## src/rtl/msfft_pkg.sv

```systemverilog
// Package: shared types, event codes and constants of the frame timer
package msfft_pkg;

	localparam int NUM_TIMERS_DEF    = 16;
	localparam int FRACTION_BITS_DEF = 16;
	localparam int LEFT_W            = 17;
	localparam int PERIOD_W          = 16;
	localparam int ID_W              = 32;

	typedef enum logic [1:0] {
		OP_TICK   = 2'd0,
		OP_ADD    = 2'd1,
		OP_CANCEL = 2'd2,
		OP_NONE   = 2'd3
	} op_t;

	typedef enum logic [2:0] {
		EV_ADDED     = 3'd0,
		EV_FULL      = 3'd1,
		EV_CANCELLED = 3'd2,
		EV_NOT_FOUND = 3'd3,
		EV_FIRED     = 3'd4,
		EV_DONE      = 3'd5
	} ev_t;

	typedef struct packed {
		op_t                 op;
		logic [PERIOD_W-1:0] frames;
		logic [15:0]         fraction;
		logic                rep;
		logic [ID_W-1:0]     target;
	} cmd_t;

	typedef enum logic [1:0] {
		ST_IDLE,
		ST_WALK,
		ST_DONE
	} st_t;

endpackage

```

## src/rtl/multi_slot_fractional_frame_timer_top.sv

```systemverilog
// Top level: multi-slot fractional frame timer
// Add and cancel are answered straight from the idle state of the back end; a tick walks the live
// slots one per cycle while the output is not stalled, then gives a done event. A
// two-entry command queue lets the front accept items while the back end walks.
module multi_slot_fractional_frame_timer_top
	import msfft_pkg::*;
#(
	parameter int NUM_TIMERS    = NUM_TIMERS_DEF,
	parameter int FRACTION_BITS = FRACTION_BITS_DEF
) (
	input  logic            clk,
	input  logic            arst_n,
	input  logic            in_valid,
	output logic            in_ready,
	input  logic [1:0]      operation,
	input  logic [15:0]     period_frames,
	input  logic [15:0]     period_fraction,
	input  logic            repeat_mode,
	input  logic [ID_W-1:0] target_id,
	output logic            out_valid,
	input  logic            out_ready,
	output logic [2:0]      event_kind,
	output logic [ID_W-1:0] timer_id,
	output logic            last
);

	cmd_t in_cmd, q_cmd;
	logic q_valid, q_ready;

	assign in_cmd = '{op: op_t'(operation), frames: period_frames,
		fraction: period_fraction, rep: repeat_mode, target: target_id};

	msfft_front u_front (
		.clk, .arst_n, .in_valid, .in_ready, .in_cmd,
		.q_valid, .q_ready, .q_cmd
	);

	msfft_back #(.NUM_TIMERS(NUM_TIMERS), .FRACTION_BITS(FRACTION_BITS)) u_back (
		.clk, .arst_n, .q_valid, .q_ready, .q_cmd,
		.out_valid, .out_ready, .event_kind, .timer_id, .last
	);

endmodule

```

## src/rtl/msfft_front.sv

```systemverilog
// Front end: accepts items, drops unknown operations, queues commands
module msfft_front
	import msfft_pkg::*;
(
	input  logic        clk,
	input  logic        arst_n,
	input  logic        in_valid,
	output logic        in_ready,
	input  cmd_t        in_cmd,
	output logic        q_valid,
	input  logic        q_ready,
	output cmd_t        q_cmd
);

	cmd_t       buf_q [2];
	logic       wp_q, rp_q;
	logic [1:0] cnt_q;
	logic       push, pop;

	assign in_ready = (cnt_q != 2'd2);
	assign push     = in_valid && in_ready && (in_cmd.op != OP_NONE);
	assign q_valid  = (cnt_q != 2'd0);
	assign pop      = q_valid && q_ready;
	assign q_cmd    = buf_q[rp_q];

	always_ff @(posedge clk or negedge arst_n) begin
		if (!arst_n) begin
			wp_q  <= 1'b0;
			rp_q  <= 1'b0;
			cnt_q <= 2'd0;
		end else begin
			if (push) wp_q <= ~wp_q;
			if (pop) rp_q <= ~rp_q;
			cnt_q <= cnt_q + {1'b0, push} - {1'b0, pop};
		end
	end

	always_ff @(posedge clk) begin
		if (push) buf_q[wp_q] <= in_cmd;
	end

endmodule

```

## src/rtl/msfft_back.sv

```systemverilog
// Back end: timer slot list, add, cancel and tick walk with result register
module msfft_back
	import msfft_pkg::*;
#(
	parameter int NUM_TIMERS    = NUM_TIMERS_DEF,
	parameter int FRACTION_BITS = FRACTION_BITS_DEF
) (
	input  logic            clk,
	input  logic            arst_n,
	input  logic            q_valid,
	output logic            q_ready,
	input  cmd_t            q_cmd,
	output logic            out_valid,
	input  logic            out_ready,
	output logic [2:0]      event_kind,
	output logic [ID_W-1:0] timer_id,
	output logic            last
);

	localparam int IW = (NUM_TIMERS > 1) ? $clog2(NUM_TIMERS) : 1;
	localparam int CW = $clog2(NUM_TIMERS + 1);
	localparam int AW = FRACTION_BITS + 1;
	localparam logic [AW:0] FIX_ONE = (AW+1)'(1) << FRACTION_BITS;

	logic [ID_W-1:0]          id_q   [NUM_TIMERS];
	logic [LEFT_W-1:0]        left_q [NUM_TIMERS];
	logic [PERIOD_W-1:0]      per_q  [NUM_TIMERS];
	logic [FRACTION_BITS-1:0] frac_q [NUM_TIMERS];
	logic [AW-1:0]            acc_q  [NUM_TIMERS];
	logic                     rec_q  [NUM_TIMERS];

	logic [CW-1:0]   count_q;
	logic [ID_W-1:0] next_id_q;
	st_t             st_q, st_d;
	logic [CW-1:0]   idx_q;
	logic            ov_q;
	logic [2:0]      ok_q;
	logic [ID_W-1:0] oid_q;
	logic            ol_q;

	logic                     out_free;
	logic                     ov_set;
	logic                     walk_end;
	logic [IW-1:0]            cur;
	logic [LEFT_W-1:0]        dec;
	logic [AW:0]              acc_sum;
	logic [AW:0]              acc_new;
	logic                     acc_carry;
	logic [FRACTION_BITS-1:0] frac_in;
	logic [PERIOD_W-1:0]      frames_in;
	logic                     hit;
	logic [IW-1:0]            hit_idx;
	logic                     rm;
	logic [IW-1:0]            rm_idx;

	assign out_free   = !ov_q || out_ready;
	assign out_valid  = ov_q;
	assign event_kind = ok_q;
	assign timer_id   = oid_q;
	assign last       = ol_q;

	assign walk_end  = (idx_q >= count_q);
	assign cur       = idx_q[IW-1:0];
	assign dec       = left_q[cur] - LEFT_W'(1);
	assign acc_sum   = {1'b0, acc_q[cur]} + (AW+1)'(frac_q[cur]);
	assign acc_carry = acc_sum > FIX_ONE;
	assign acc_new   = acc_carry ? acc_sum - FIX_ONE : acc_sum;
	assign frames_in = (q_cmd.frames == '0) ? PERIOD_W'(1) : q_cmd.frames;

	generate
		if (FRACTION_BITS >= 16) begin : g_wide
			assign frac_in = FRACTION_BITS'({q_cmd.fraction, {(FRACTION_BITS-16+1){1'b0}}} >> 1);
		end else begin : g_narrow
			assign frac_in = q_cmd.fraction[15 -: FRACTION_BITS];
		end
	endgenerate

	always_comb begin
		hit     = 1'b0;
		hit_idx = '0;
		for (int k = NUM_TIMERS - 1; k >= 0; k--) begin
			if (CW'(k) < count_q && id_q[k] == q_cmd.target) begin
				hit     = 1'b1;
				hit_idx = IW'(k);
			end
		end
	end

	always_comb begin
		st_d = st_q;
		unique case (st_q)
			ST_IDLE: if (q_valid && out_free && q_cmd.op == OP_TICK) st_d = ST_WALK;
			ST_WALK: if (walk_end) st_d = ST_DONE;
			ST_DONE: if (out_free) st_d = ST_IDLE;
			default: st_d = ST_IDLE;
		endcase
	end

	always_comb begin
		q_ready = 1'b0;
		rm      = 1'b0;
		rm_idx  = cur;
		ov_set  = 1'b0;
		unique case (st_q)
			ST_IDLE: begin
				q_ready = out_free && (q_cmd.op != OP_TICK);
				ov_set  = q_valid && out_free &&
					(q_cmd.op == OP_ADD || q_cmd.op == OP_CANCEL);
				if (q_valid && out_free && q_cmd.op == OP_CANCEL && hit) begin
					rm     = 1'b1;
					rm_idx = hit_idx;
				end
			end
			ST_WALK: begin
				rm     = !walk_end && out_free && dec == '0 && !rec_q[cur];
				ov_set = !walk_end && out_free && dec == '0;
			end
			ST_DONE: begin
				q_ready = out_free;
				ov_set  = out_free;
			end
			default: q_ready = 1'b0;
		endcase
	end

	always_ff @(posedge clk or negedge arst_n) begin
		if (!arst_n) begin
			st_q      <= ST_IDLE;
			count_q   <= '0;
			next_id_q <= '0;
			idx_q     <= '0;
			ov_q      <= 1'b0;
		end else begin
			st_q <= st_d;
			if (ov_set) ov_q <= 1'b1;
			else if (out_ready) ov_q <= 1'b0;
			if (rm) count_q <= count_q - CW'(1);
			unique case (st_q)
				ST_IDLE: begin
					idx_q <= '0;
					if (q_valid && out_free && q_cmd.op == OP_ADD) begin
						if (count_q < CW'(NUM_TIMERS)) begin
							count_q   <= count_q + CW'(1);
							next_id_q <= next_id_q + ID_W'(1);
						end
					end
				end
				ST_WALK: begin
					if (!walk_end && out_free) begin
						if (!(dec == '0 && !rec_q[cur])) idx_q <= idx_q + CW'(1);
					end
				end
				ST_DONE: ;
				default: ;
			endcase
		end
	end

	always_ff @(posedge clk) begin
		if (rm) begin
			for (int k = 0; k < NUM_TIMERS - 1; k++) begin
				if (IW'(k) >= rm_idx) begin
					id_q[k]   <= id_q[k+1];
					left_q[k] <= left_q[k+1];
					per_q[k]  <= per_q[k+1];
					frac_q[k] <= frac_q[k+1];
					acc_q[k]  <= acc_q[k+1];
					rec_q[k]  <= rec_q[k+1];
				end
			end
		end
		unique case (st_q)
			ST_IDLE: begin
				if (q_valid && out_free && q_cmd.op == OP_ADD) begin
					ol_q <= 1'b1;
					if (count_q < CW'(NUM_TIMERS)) begin
						id_q[count_q[IW-1:0]]   <= next_id_q;
						left_q[count_q[IW-1:0]] <= LEFT_W'(frames_in);
						per_q[count_q[IW-1:0]]  <= frames_in;
						frac_q[count_q[IW-1:0]] <= frac_in;
						acc_q[count_q[IW-1:0]]  <= '0;
						rec_q[count_q[IW-1:0]]  <= q_cmd.rep;
						ok_q  <= EV_ADDED;
						oid_q <= next_id_q;
					end else begin
						ok_q  <= EV_FULL;
						oid_q <= '0;
					end
				end else if (q_valid && out_free && q_cmd.op == OP_CANCEL) begin
					ol_q  <= 1'b1;
					ok_q  <= hit ? EV_CANCELLED : EV_NOT_FOUND;
					oid_q <= hit ? q_cmd.target : '0;
				end
			end
			ST_WALK: begin
				if (!walk_end && out_free) begin
					if (dec == '0) begin
						ok_q  <= EV_FIRED;
						oid_q <= id_q[cur];
						ol_q  <= 1'b0;
						if (rec_q[cur]) begin
							acc_q[cur]  <= acc_new[AW-1:0];
							left_q[cur] <= LEFT_W'(per_q[cur]) + LEFT_W'(acc_carry);
						end
					end else begin
						left_q[cur] <= dec;
					end
				end
			end
			ST_DONE: begin
				if (out_free) begin
					ok_q  <= EV_DONE;
					oid_q <= '0;
					ol_q  <= 1'b1;
				end
			end
			default: ;
		endcase
	end

endmodule

```

## config.mk

```make
export PLATFORM = sky130hd
export DESIGN_NAME = multi_slot_fractional_frame_timer_top
export DESIGN_NICKNAME = d
export VERILOG_FILES = /design/src/rtl/msfft_pkg.sv /design/src/rtl/multi_slot_fractional_frame_timer_top.sv /design/src/rtl/msfft_front.sv /design/src/rtl/msfft_back.sv
export SDC_FILE = /design/constraint.sdc
export NUM_CORES = 2
export LEC_CHECK = 0
export BUFFER_PORTS_ARGS = -buffer_cell sky130_fd_sc_hd__buf_2
export CAP_MARGIN = 40
export CORE_MARGIN = 2
export CORE_UTILIZATION = 55
export DETAILED_ROUTE_END_ITERATION = 10
export MAX_ROUTING_LAYER = met4
export PLACE_DENSITY_LB_ADDON = 0.12
export SYNTH_ARGS = -nofsm -noshare
export SYNTH_HDL_FRONTEND = slang
export SYNTH_SLANG_ARGS = --single-unit
```

## constraint.sdc

```tcl
create_clock -name clk -period 19.3 [get_ports clk]
set_input_delay 3.86 -clock clk [delete_from_list [all_inputs] [get_ports clk]]
set_output_delay 3.86 -clock clk [all_outputs]
set_load 0.02 [all_outputs]
```

==> impl_results.md <==
* DR top layer: met4
* Final Total Pwr at between 10 and 15 mW
* Number of clock sinks seen by CTS at around 1800
* Worst endpoint required time at about 20 ns
* WL final at 361000 um
* Die height at 422 um
* Maximum buffer depth of the clock tree at 3
* Average vias per placed instance at ~7
* Slew of the pin with the lowest slew margin at between 1 and 1.5 ns
* Relative area change from synthesis to final layout at 11.8%
* Average routed wire per standard cell at between 30 and 40 um
* Wire length of the first global-routing pass at ~500000 um
* Largest incremental delay on the critical path at between 0.9 and 1 ns
* Classification of the worst setup path: flip-flop to flip-flop
* Number of inserted filler cells in the final layout at between 10000 and 15000
* Met3 wire length at ~52000 um
* Starting density of the core at between 50% and 60%
* CTS hold repair buffers at 0
* Layout Nets at approximately 7300
* Detailed placer's ending HPWL at approximately 250000 um
* Post-Synthesis Cell Area at between 90000 and 100000 um2
* Count of non-filler cells in the finished layout at 9714
* Number of levels the H-tree was split into at 4
* Maximum Capacitance Violations at 0
* Drt first-iter violations at roughly 11000
* Share of final-layout standard cells stronger than drive strength 1 at 27.7%
* Fraction of registers with async set/reset at 2.72%
* Min Clock Period, post-route at between 9 and 10 ns
* Largest delay share family, worst path: compound AO/OA/AOI/OAI gates
* Row count at roughly 150
* Status: completed
* Number of enable-type register cells in the synthesized netlist at about 1800
* Data arrival time of the critical path at 10.42 ns
* Routed wire length on met2 at 148000 um
* Power per cell area at between 100 and 150 nW/um2
* Fraction of the yosys area taken by sequential cells at approximately 56%
* PortBufs at around 110
* Kind of end point of the critical path: flip-flop
* Synthesis warning total at 0
* Initial antenna violation count at 13
* Worst path bufs/invs at 3
* Cell leakage power at approximately 36 nW
* Via count at between 60000 and 70000
* Unrepaired setup endpoints after global routing: no
* Clock tree skew after final layout at just over 0.04 ns
* Last weighted congestion value of the routability-driven placer at 1.06
* Core region area at approximately 170000 um2
* Unique cell type count in the Yosys netlist at between 90 and 100
* Avg Inst Size Synth at between 10 and 15 um2
* Final clock period utilization by the worst path at between 50% and 60%
* Maximum number of pins on one net before global-route repair at 123
* Post-CTS Setup Bufs at 0
* First-pass iteration count of the detailed router at 8
* Via count of the first global-routing pass at 64400
* Worst hold path type: flip-flop to flip-flop
* DIE AREA at about 180000 um2
* Achievable frequency at ~0.10 GHz
* Net count after synthesis at ~7300
* Worst-path fanout max at 122
* Slew Viols, Final at 0
* Worst setup SP type: flip-flop
* Count of nets left with antenna violations after detail routing at 0
* Seq cells post-synth at approximately 1800
* Post-CTS Resized at 0
* CTS tree: yes
* IR Drop Worst-Case VDD at 140 uV
* Max_slew headroom at 28.6%
* Global routing usage summed across all routing layers at approximately two fifths
* Number of I/O pins at 109
* Cell total after placement at between 9000 and 10000
* Met1 Wirelength at around 150000 um
* Total CTS buffers at ~190
* Skew-Pair Late Insertion Delay at approximately 0.87 ns
* Top_reg_cell synth: sky130_fd_sc_hd__edfxtp_1
* Critical-path top delay cell: sky130_fd_sc_hd__dfrtp_4
* Die X at between 400 and 500 um
* Setup Viol. Count Final at 0
* Final hold viol count at 0
* Mapped Cells at between 7000 and 8000
* Setup TNS at 0 ns
* Clk Tree Root Cell: sky130_fd_sc_hd__clkbuf_16
* Remaining global-route overflow at 0
* Final routed DRC violation total at 0
* Clock input transition at the sequential cells of the worst setup and hold paths at ~0.070 ns
## per-stage QoR
stage / area, um2 / hold slack [ns] / util [%] / setup slack [ns]
global route: 107000 / 0.515 / 61.9 / 9.23
CTS: 107000 / 0.489 / 61.7 / 9.77
global placement: 99600 / 0.467 / 57.4 / 9.92
detailed placement: 101000 / 0.476 / 58.3 / 9.85
finish: 107000 / 0.493 / 61.9 / 9.61
floorplan: 96100 / 0.423 / - / 8.79
## cell usage after synthesis (49+ instances only)
master                     count  area, um2
sky130_fd_sc_hd__mux4_2      486      10900
sky130_fd_sc_hd__o21ai_0     815       4080
sky130_fd_sc_hd__mux2i_1      72        721
sky130_fd_sc_hd__nor4_1      239       1500
sky130_fd_sc_hd__xnor2_1     554       4850
sky130_fd_sc_hd__mux2_2      709       7980
sky130_fd_sc_hd__inv_1       102        383
sky130_fd_sc_hd__nand4_1      54        338
sky130_fd_sc_hd__nor2_1      159        597
sky130_fd_sc_hd__nor3_1       71        355
sky130_fd_sc_hd__dfrtp_1      49       1230
sky130_fd_sc_hd__nand3_1     105        526
sky130_fd_sc_hd__edfxtp_1   1754      52700
sky130_fd_sc_hd__buf_2        93        465
sky130_fd_sc_hd__nand2_1     935       3510
sky130_fd_sc_hd__clkbuf_1    397       1490
## layer usage
| layer | GRT usage (%) | vias to the layer above |
|---|---|---|
| met3 | 15.0 | 686 |
| met5 | - | - |
| met1 | 60.0 | 34800 |
| met4 | 13.2 | 0 |
| li1 | - | 27600 |
| met2 | 54.2 | 4952 |
## final timing paths
check,startpoint,end,slack (ns),cells after the start
worst min register to register,u_back.next_id_q[1],u_back.next_id_q[1],0.49,2
worst max register to register,u_back.idx_q[1],u_back.left_q[7][10],9.61,27
worst max-delay path,u_back.idx_q[1],u_back.left_q[7][10],9.61,27
min in group asynchronous,arst_n,u_back.next_id_q[15],2.94,1
max in group asynchronous,arst_n,u_back.idx_q[3],15.72,2
worst min-delay path,u_back.next_id_q[1],u_back.next_id_q[1],0.49,2
## cell type report
class,count,area [um2],area share (%)
Tap cell,2325,2910,2.71
Multi-Input combinational cell,4685,40300,37.5
Sequential cell,1803,53900,50.2
Clock inverter,91,795,0.740
Inverter,102,383,0.356
Clock buffer,257,5180,4.83
Timing Repair Buffer,442,3890,3.62
Antenna cell,9,22.5,0.0210
## logic make-up (layout without fill, tap and decap cells)
group	after synthesis	in the layout	share of synthesized area (%)
other cells	0	9	0
mux	1296	1296	20.8
compound gates	1053	1053	6.21
xor+xnor	589	589	5.37
simple gates	1704	1704	8.15
flops	1803	1803	56.1
fa+ha+maj	43	43	0.565
buf+inv	656	892	2.79
## power breakdown
group,internal (mW),switching [mW],total (mW)
clock network,1.99,1.62,3.61
logic,1.74,3.43,5.17
registers,4.53,0.206,4.74
total,8.27,5.25,13.5
## state kept, by name, indices dropped and copies added (netlist names)
signal and cells:
u_back.event_kind 3, u_front.cnt_q 2, u_back.rec_q 16, u_back.left_q 272, u_back.last 1, u_front.rp_q 1
u_back.timer_id 32, u_back.acc_q 272, u_back.per_q 256, u_back.next_id_q 32, u_back.idx_q 5, u_back.count_q 5
u_back.st_q 2, u_back.out_valid 1, u_front.wp_q 1, u_front.buf_q 134, u_back.frac_q 256, u_back.id_q 512
## cells in the final DEF (no fill, tap or decap), types with 104 or more instances in the layout
cell type / synthesis / layout
sky130_fd_sc_hd__mux4_2: 486 / 486
sky130_fd_sc_hd__mux2_2: 709 / 709
sky130_fd_sc_hd__clkbuf_16: 0 / 195
sky130_fd_sc_hd__nand3_1: 105 / 104
sky130_fd_sc_hd__o21ai_0: 815 / 807
sky130_fd_sc_hd__xnor2_1: 554 / 554
sky130_fd_sc_hd__buf_2: 93 / 112
sky130_fd_sc_hd__nor2_1: 159 / 158
sky130_fd_sc_hd__edfxtp_1: 1754 / 1754
sky130_fd_sc_hd__buf_4: 16 / 265
sky130_fd_sc_hd__nor4_1: 239 / 235
sky130_fd_sc_hd__nand2_1: 935 / 912
## worst reg2reg max path: stages, from the launching register on
cell,delay (ns)
sky130_fd_sc_hd__dfrtp_4,0.98
sky130_fd_sc_hd__buf_12,0.77
sky130_fd_sc_hd__buf_4,0.96
sky130_fd_sc_hd__mux4_2,0.63
sky130_fd_sc_hd__mux4_2,0.52
sky130_fd_sc_hd__fa_1,0.42
sky130_fd_sc_hd__a21o_1,0.18
sky130_fd_sc_hd__a21oi_1,0.28
sky130_fd_sc_hd__o21ai_0,0.19
sky130_fd_sc_hd__a311oi_1,0.56
sky130_fd_sc_hd__o2111a_1,0.30
sky130_fd_sc_hd__o21bai_1,0.08
sky130_fd_sc_hd__xnor2_1,0.26
sky130_fd_sc_hd__and4_1,0.31
sky130_fd_sc_hd__nand2_1,0.08
sky130_fd_sc_hd__maj3_1,0.35
sky130_fd_sc_hd__o221a_2,0.33
sky130_fd_sc_hd__ha_1,0.27
sky130_fd_sc_hd__ha_1,0.24
sky130_fd_sc_hd__and3_1,0.18
sky130_fd_sc_hd__nand3_1,0.18
sky130_fd_sc_hd__inv_1,0.08
sky130_fd_sc_hd__and3_1,0.20
sky130_fd_sc_hd__xnor2_1,0.12
sky130_fd_sc_hd__nand3_1,0.10
sky130_fd_sc_hd__o21ai_0,0.12
sky130_fd_sc_hd__a22oi_2,0.57
sky130_fd_sc_hd__mux2_2,0.29
No activity file was read; power rests on OpenSTA's default activity.
